File: config.mk
export PLATFORM = sky130hd
export DESIGN_NAME = grid_fuel_path_dp
export DESIGN_NICKNAME = d
export VERILOG_FILES = /design/src/rtl/core/gfp_pkg.sv /design/src/rtl/core/gfp_cell_reg.sv /design/src/rtl/core/gfp_dp_core.sv /design/src/rtl/core/gfp_rsp_reg.sv /design/src/rtl/core/grid_fuel_path_dp.sv
export SDC_FILE = /design/constraint.sdc
export NUM_CORES = 1
export LEC_CHECK = 0
export ABC_CLOCK_PERIOD_IN_PS = 19650
export BUFFER_PORTS_ARGS = -buffer_cell sky130_fd_sc_hd__buf_4
export CAP_MARGIN = 25
export CORE_AREA = 3 3 182 229
export CTS_CLUSTER_SIZE = 8
export DETAILED_ROUTE_END_ITERATION = 10
export DIE_AREA = 0 0 185 232
export GPL_TIMING_DRIVEN = 0
export PLACE_DENSITY = 0.82
export SLEW_MARGIN = 25
export SYNTH_ARGS = -nofsm -noshare
export SYNTH_HDL_FRONTEND = slang
export SYNTH_HIERARCHICAL = 1
export SYNTH_SLANG_ARGS = --single-unit
File: constraint.sdc
create_clock -name clock -period 19.65 [get_ports clock]
set_input_delay 2.9475 -clock clock [delete_from_list [all_inputs] [get_ports clock]]
set_output_delay 2.9475 -clock clock [all_outputs]
set_load 0.1 [all_outputs]
File: src/rtl/core/gfp_pkg.sv
// shared types and constants for the grid fuel path block
package gfp_pkg;

   // largest grid side the line buffer holds
   localparam int SIDE_MAX = 16;
   localparam int IDX_W    = $clog2(SIDE_MAX);

   // field widths
   localparam int GRID_W = 5;
   localparam int COST_W = 16;
   localparam int FUEL_W = 24;

   // stream widths, packed fields filled up to whole bytes
   localparam int REQ_BITS = 1 + 3 * COST_W;
   localparam int REQ_W    = ((REQ_BITS + 7) / 8) * 8;
   localparam int RSP_BITS = 1 + FUEL_W;
   localparam int RSP_W    = ((RSP_BITS + 7) / 8) * 8;

   // register reset value and fuel ceiling
   localparam logic [GRID_W-1:0] GRID_RESET = GRID_W'(SIDE_MAX);
   localparam logic [FUEL_W-1:0] FUEL_SAT   = {FUEL_W{1'b1}};

   // one grid cell as it arrives
   typedef struct packed {
      logic [COST_W-1:0] cost_from_above;
      logic [COST_W-1:0] cost_from_left;
      logic [COST_W-1:0] fuel;
      logic              blocked;
   } cell_type;

   // the corner report
   typedef struct packed {
      logic [FUEL_W-1:0] fuel_left;
      logic              reachable;
   } result_type;

   // handshake between the compute stage and the result register
   typedef struct packed {
      logic out_free;
      logic load;
   } rsp_ctrl_type;

endpackage

File: src/rtl/core/gfp_cell_reg.sv
// input register that holds one cell for the compute stage
module gfp_cell_reg (
   input  logic                       clock,
   input  logic                       reset,
   input  logic                       req_tvalid,
   output logic                       req_tready,
   input  logic [gfp_pkg::REQ_W-1:0]  req_tdata,
   output logic                       cell_valid,
   output gfp_pkg::cell_type          cur_cell,
   input  logic                       cell_take
);

   logic              valid_ff;
   logic              valid_in;
   gfp_pkg::cell_type cell_ff;

   // room when empty or when the held cell leaves this cycle
   assign req_tready = !valid_ff || cell_take;
   assign valid_in   = req_tready ? req_tvalid : valid_ff;

   always_ff @(posedge clock) begin
      if (reset) begin
         valid_ff <= 1'b0;
      end else begin
         valid_ff <= valid_in;
      end
   end

   // payload loads on every transfer
   always_ff @(posedge clock) begin
      if (req_tvalid && req_tready) begin
         cell_ff <= gfp_pkg::cell_type'(req_tdata[gfp_pkg::REQ_BITS-1:0]);
      end
   end

   assign cell_valid = valid_ff;
   assign cur_cell   = cell_ff;

endmodule

File: src/rtl/core/gfp_dp_core.sv
// per-cell dynamic programming step with line buffer, left register and position
module gfp_dp_core (
   input  logic                           clock,
   input  logic                           reset,
   input  logic                           csr_wr_en,
   input  logic [gfp_pkg::GRID_W-1:0]     csr_wr_data,
   input  logic                           cell_valid,
   input  gfp_pkg::cell_type              cur_cell,
   output logic                           cell_take,
   input  gfp_pkg::rsp_ctrl_type          rsp_in,
   output gfp_pkg::rsp_ctrl_type          rsp_out,
   output gfp_pkg::result_type            result
);

   localparam int IW = gfp_pkg::IDX_W;
   localparam int FW = gfp_pkg::FUEL_W;

   logic [gfp_pkg::GRID_W-1:0] grid_ff;
   logic [IW-1:0]              row_ff;
   logic [IW-1:0]              row_in;
   logic [IW-1:0]              col_ff;
   logic [IW-1:0]              col_in;
   logic [FW-1:0]              left_best_ff;
   logic [FW-1:0]              left_best_in;
   logic                       left_reach_ff;
   logic                       left_reach_in;

   // line buffer of the row above
   logic [FW-1:0]              column_best [gfp_pkg::SIDE_MAX];
   logic [gfp_pkg::SIDE_MAX-1:0] column_reach;

   logic [gfp_pkg::GRID_W-1:0] side;
   logic [IW-1:0]              last_idx;
   logic                       last_col;
   logic                       last_cell;
   logic [FW-1:0]              above_best;
   logic                       above_reach;
   logic                       left_ok;
   logic                       above_ok;
   logic [FW:0]                left_sum;
   logic [FW:0]                above_sum;
   logic [FW-1:0]              left_val;
   logic [FW-1:0]              above_val;
   logic [FW-1:0]              best;
   logic                       reach;

   // side in use, clamped to one through the buffer depth
   always_comb begin
      priority if (grid_ff == '0) begin
         side = gfp_pkg::GRID_W'(1);
      end else if (grid_ff > gfp_pkg::GRID_W'(gfp_pkg::SIDE_MAX)) begin
         side = gfp_pkg::GRID_W'(gfp_pkg::SIDE_MAX);
      end else begin
         side = grid_ff;
      end
   end

   assign last_idx  = IW'(side - gfp_pkg::GRID_W'(1));
   assign last_col  = (col_ff == last_idx);
   assign last_cell = last_col && (row_ff == last_idx);

   // a cell moves on unless it finishes the grid and the result slot is full
   assign cell_take = cell_valid && (!last_cell || rsp_in.out_free);

   // candidate moves from the left and from above
   assign above_best  = column_best[col_ff];
   assign above_reach = column_reach[col_ff];
   assign left_ok  = (col_ff != '0) && left_reach_ff
                     && (left_best_ff >= FW'(cur_cell.cost_from_left));
   assign above_ok = (row_ff != '0) && above_reach
                     && (above_best >= FW'(cur_cell.cost_from_above));
   assign left_sum  = {1'b0, left_best_ff - FW'(cur_cell.cost_from_left)}
                      + (FW+1)'(cur_cell.fuel);
   assign above_sum = {1'b0, above_best - FW'(cur_cell.cost_from_above)}
                      + (FW+1)'(cur_cell.fuel);
   assign left_val  = left_sum[FW]  ? gfp_pkg::FUEL_SAT : left_sum[FW-1:0];
   assign above_val = above_sum[FW] ? gfp_pkg::FUEL_SAT : above_sum[FW-1:0];

   // best of the allowed moves
   always_comb begin
      best  = '0;
      reach = 1'b0;
      if (!cur_cell.blocked) begin
         priority if (row_ff == '0 && col_ff == '0) begin
            best  = FW'(cur_cell.fuel);
            reach = 1'b1;
         end else if (left_ok && above_ok) begin
            best  = (above_val > left_val) ? above_val : left_val;
            reach = 1'b1;
         end else if (left_ok) begin
            best  = left_val;
            reach = 1'b1;
         end else if (above_ok) begin
            best  = above_val;
            reach = 1'b1;
         end else begin
            best  = '0;
            reach = 1'b0;
         end
      end
   end

   // position and left register advance
   always_comb begin
      row_in        = row_ff;
      col_in        = col_ff;
      left_best_in  = left_best_ff;
      left_reach_in = left_reach_ff;
      if (csr_wr_en) begin
         row_in        = '0;
         col_in        = '0;
         left_best_in  = '0;
         left_reach_in = 1'b0;
      end else if (cell_take) begin
         if (last_col) begin
            col_in        = '0;
            left_best_in  = '0;
            left_reach_in = 1'b0;
            row_in        = (row_ff == last_idx) ? '0 : row_ff + IW'(1);
         end else begin
            col_in        = col_ff + IW'(1);
            left_best_in  = best;
            left_reach_in = reach;
         end
      end
   end

   always_ff @(posedge clock) begin
      if (reset) begin
         grid_ff       <= gfp_pkg::GRID_RESET;
         row_ff        <= '0;
         col_ff        <= '0;
         left_best_ff  <= '0;
         left_reach_ff <= 1'b0;
      end else begin
         if (csr_wr_en) begin
            grid_ff <= csr_wr_data;
         end
         row_ff        <= row_in;
         col_ff        <= col_in;
         left_best_ff  <= left_best_in;
         left_reach_ff <= left_reach_in;
      end
   end

   // line buffer write, read happens before the write in the same cycle
   always_ff @(posedge clock) begin
      if (cell_take) begin
         column_best[col_ff]  <= best;
         column_reach[col_ff] <= reach;
      end
   end

   // report the corner on the last cell of the grid
   assign rsp_out.load     = cell_take && last_cell;
   assign rsp_out.out_free = rsp_in.out_free;
   assign result.reachable = reach;
   assign result.fuel_left = best;

endmodule

File: src/rtl/core/gfp_rsp_reg.sv
// result register that holds the corner report until the receiver takes it
module gfp_rsp_reg (
   input  logic                       clock,
   input  logic                       reset,
   input  gfp_pkg::rsp_ctrl_type      ctrl_in,
   input  gfp_pkg::result_type        result,
   output gfp_pkg::rsp_ctrl_type      ctrl_out,
   output logic                       rsp_tvalid,
   input  logic                       rsp_tready,
   output logic [gfp_pkg::RSP_W-1:0]  rsp_tdata
);

   logic                valid_ff;
   logic                valid_in;
   gfp_pkg::result_type result_ff;

   // slot frees when empty or on the transfer out
   assign ctrl_out.out_free = !valid_ff || rsp_tready;
   assign ctrl_out.load     = ctrl_in.load;
   assign valid_in          = ctrl_in.load || (valid_ff && !rsp_tready);

   always_ff @(posedge clock) begin
      if (reset) begin
         valid_ff <= 1'b0;
      end else begin
         valid_ff <= valid_in;
      end
   end

   always_ff @(posedge clock) begin
      if (ctrl_in.load) begin
         result_ff <= result;
      end
   end

   assign rsp_tvalid = valid_ff;
   assign rsp_tdata  = gfp_pkg::RSP_W'(result_ff);

endmodule

File: src/rtl/core/grid_fuel_path_dp.sv
// top level of the grid fuel path block
//
// Cells of a square grid arrive in row-major order on the req_ stream, one
// transfer per cell. Each cell carries its blocked flag, its fuel and the cost
// of entering it from the left and from above. After the last cell of a grid
// one transfer on the rsp_ stream reports whether the far corner is reachable
// and the best fuel left there; no other cell produces a result.
// Throughput is one cell per cycle, set by the single compute stage that reads
// the column line buffer and the left register, bar the stall below. The report
// passes the input and result registers to rsp_tvalid. The grid side comes from
// csr_wr_data when csr_wr_en is high; a write restarts the grid at the first
// cell. The user writes only while no cell is in flight; the block does not
// check. Reset sets the side to 16, empties both registers and restarts the
// grid. When the receiver stalls, the report waits in the result register while
// cells of the next grid keep flowing; only the next grid's last cell waits.
module grid_fuel_path_dp (
   input  logic                         clock,
   input  logic                         reset,
   input  logic                         csr_wr_en,
   input  logic [gfp_pkg::GRID_W-1:0]   csr_wr_data,
   input  logic                         req_tvalid,
   output logic                         req_tready,
   // blocked, fuel, cost_from_left, cost_from_above, zero fill
   input  logic [gfp_pkg::REQ_W-1:0]    req_tdata,
   output logic                         rsp_tvalid,
   input  logic                         rsp_tready,
   // reachable, fuel_left, zero fill
   output logic [gfp_pkg::RSP_W-1:0]    rsp_tdata
);

   logic                  cell_valid;
   logic                  cell_take;
   gfp_pkg::cell_type     cur_cell;
   gfp_pkg::rsp_ctrl_type core_ctrl;
   gfp_pkg::rsp_ctrl_type slot_ctrl;
   gfp_pkg::result_type   result;

   gfp_cell_reg u_cell_reg (
      .clock      (clock),
      .reset      (reset),
      .req_tvalid (req_tvalid),
      .req_tready (req_tready),
      .req_tdata  (req_tdata),
      .cell_valid (cell_valid),
      .cur_cell   (cur_cell),
      .cell_take  (cell_take)
   );

   gfp_dp_core u_dp_core (
      .clock       (clock),
      .reset       (reset),
      .csr_wr_en   (csr_wr_en),
      .csr_wr_data (csr_wr_data),
      .cell_valid  (cell_valid),
      .cur_cell    (cur_cell),
      .cell_take   (cell_take),
      .rsp_in      (slot_ctrl),
      .rsp_out     (core_ctrl),
      .result      (result)
   );

   gfp_rsp_reg u_rsp_reg (
      .clock      (clock),
      .reset      (reset),
      .ctrl_in    (core_ctrl),
      .result     (result),
      .ctrl_out   (slot_ctrl),
      .rsp_tvalid (rsp_tvalid),
      .rsp_tready (rsp_tready),
      .rsp_tdata  (rsp_tdata)
   );

endmodule

==> results.py <==
metrics = {
    "final_layout": {
        "instances_no_fill": 2380,
        "post-route-util_pct": 71.4,
        "syn2layout_area_growth_pct": 15.9,
        "drive_gt1_share_pct": 21.1,
        "seq_area_um2": 15100,
        "fillers": 2416,
        "multi_input_area_um2": 9030,
        "n_antenna_cell": 0,
        "final_nets": 2016,
    },
    "die": {
        "die_h_um": 232,
        "ios": 100,
        "core_area_um2": 39800,
        "die_area_um2": 42900,
        "die_x_um": 185,
        "num_rows": 82,
        "start_util_pct": 61.6,
    },
    "route": {
        "dr.first_iter.drc_count": 1974,
        "wl_per_cell_um": 29.2,
        "vias": 16400,
        "vias_per_cell": 6.90,
        "drc_errors": 0,
        "dr.pass1.iters": 9,
        "drt-total-wl_um": 69400,
        "ant_nets": 0,
    },
    "sta": {
        "tightest_slew_ps": 983,
        "relSlewSlack_pct": 34.5,
        "rsz0062_at_grt": "false",
        "drv_slew": 0,
        "hold_violations": 0,
        "fmax_ghz": 0.0852,
        "setup-violations-final": 0,
        "skew_ps": 35.2,
        "finalCriticalPeriod_ps": 11730,
        "fin_crit_sh_pct": 59.7,
        "tns_ps": 0,
    },
    "setup_path": {
        "r2r_slack_ps": 7920,
        "startpoint_type": "register",
        "crit_fanout": 17,
        "cp.required_ps": 19800,
        "crit_type": "reg2reg",
        "critical_path.slowest_cell": "buf_1",
        "slowest_delay_ps": 770,
        "crit_path_end_kind": "register",
        "cp.arrival_ps": 11880,
    },
    "synthesis": {
        "syn_inst": 1652,
        "syn_area_um2": 24500,
        "syn_avg_cell_area_um2": 14.8,
        "yosys_warnings": 6,
    },
    "status": {
        "outcome": "complete, no violations",
    },
    "clocking": {
        "clock-sinks": 518,
        "cts_tree": "built",
        "cts-hold-fix-buffers": 0,
        "clk_latency_ps": 600,
        "cts_max_level": 3,
        "root_buffer": "clkbuf_16",
        "post_cts_buffers": 0,
        "cts_buffer_depth": 3,
        "cts_buffers": 74,
        "clk_pin_slew_ps": 50,
        "cts_resized": 0,
    },
    "grt": {
        "grt_use_met1_pct": 40.2,
        "grt_pass1_wl_um": 103000,
        "grt_pass1_vias": 16700,
        "grt_busiest_layer": "met2",
        "antenna_found_initial": 0,
        "track_usage_pct": 32.7,
        "use_met2_pct": 54.5,
        "grt_max_degree": 50,
        "gr-total-overflow": 0,
        "met3_usage_pct": 6.16,
    },
    "placed_design": {
        "routabilityCongestion": 1.00,
        "port_buffers": 84,
        "dpl.hpwl_um": 45100,
        "place_inst": 2278,
    },
    "power_and_ir_drop": {
        "total_power_w": 0.00279,
        "comb_power_share_pct": 15.4,
        "switchingPower_w": 0.000725,
        "p_per_area_nw_per_um2": 98.2,
        "power.internal_w": 0.00207,
        "p_clk_share_pct": 40.7,
        "p_seq_share_pct": 43.9,
        "worst_ir_drop_vdd_uv": 71.0,
        "swShare_pct": 26.0,
        "leakagePower_nw": 10.4,
    },
    "job": {
        "max-cap-violations": 0,
    },
    "min_path": {
        "hold_path.class": "reg2reg",
    },
}
-- placed cells by master, fill, tap and decap left out, drive strengths merged, types with 5 or more instances in the layout --
master / instances
nand2b: 21
nand3: 22
ha: 96
o31ai: 6
xnor2: 53
and3: 9
inv: 62
or2: 12
a21oi: 80
mux2i: 11
a22oi: 10
a211oi: 13
o221ai: 8
nor2: 92
o21bai: 9
nor2b: 19
nand4: 16
edfxtp: 474
nor4: 8
dfxtp: 44
nor3: 30
a31oi: 5
a32oi: 13
o21a: 8
conb: 7
clkbuf: 133
mux4: 118
nand2: 120
or3: 11
and2: 13
xor2: 34
o2111ai: 6
o22ai: 8
o211ai: 20
o21ai: 48
a21o: 30
buf: 144
-- worst max-delay path, delay by kind of cell, from the launching register on --
kind | cells | cell delay, ps
simple gates | 11 | 3140
compound gates | 12 | 3110
buf+inv | 8 | 2660
mux | 2 | 1120
fa+ha+maj | 3 | 790
flops | 1 | 340
xor+xnor | 1 | 120
-- registers in the layout, indices dropped and copies added (netlist names), 4 cells and up, named ones only --
signal	cells
u_dp_core/column_best	384
u_cell_reg/cur_cell	49
u_rsp_reg/rsp_tdata	25
u_dp_core/left_best_ff	24
u_dp_core/column_reach	16
u_dp_core/grid_ff	5
u_dp_core/col_ff	4
u_dp_core/row_ff	4
-- worst paths after layout --
kind,end,cells after the start,start
min,u_dp_core/left_reach_ff$_SDFFE_PP0P_,2,u_dp_core/left_reach_ff$_SDFFE_PP0P_
min reg2reg,u_dp_core/left_reach_ff$_SDFFE_PP0P_,2,u_dp_core/left_reach_ff$_SDFFE_PP0P_
max reg2reg,u_dp_core/column_best[4][12]$_DFFE_PP_,37,register
max,u_dp_core/column_best[4][12]$_DFFE_PP_,37,register
-- stage by stage --
stage               cell area (um^2)  worst slack, ps  hold WS [ps]
CTS                            28400             7970           496
global route                   28400             7420           506
finish                         28400             7920           493
floorplan                      24500            10210           437
global placement               25800             7560           480
detailed placement             26400             8280           488
-- power groups by stage --
| stage | Clock (W) | Sequential (W) | Combinational [W] |
|---|---|---|---|
| after floorplan | 0 | 0.00124 | 0.000305 |
| after global placement | 0 | 0.00124 | 0.000395 |
| after detailed placement | 0 | 0.00124 | 0.000412 |
| after CTS | 0.00115 | 0.00122 | 0.000418 |
| after global routing | 0.00119 | 0.00122 | 0.000467 |
| final | 0.00114 | 0.00122 | 0.000429 |
-- layout make-up --
type,count,share of cell area [%]
sequential,518,53.2
multi-input combinational,1018,31.8
clock buffer,97,6.82
timing repair buffer,116,3.82
tap,504,2.22
buffer,64,1.18
inverter,58,0.766
clock inverter,5,0.260
-- per-layer routing --
| metal | wire length, um | vias to the layer above |
|---|---|---|
| met5 | 0 | - |
| met4 | 4240 | 0 |
| met3 | 6750 | 302 |
| met2 | 34700 | 1201 |
| met1 | 23700 | 8047 |
| li1 | - | 6866 |
No activity file was read; power rests on OpenSTA's default activity.
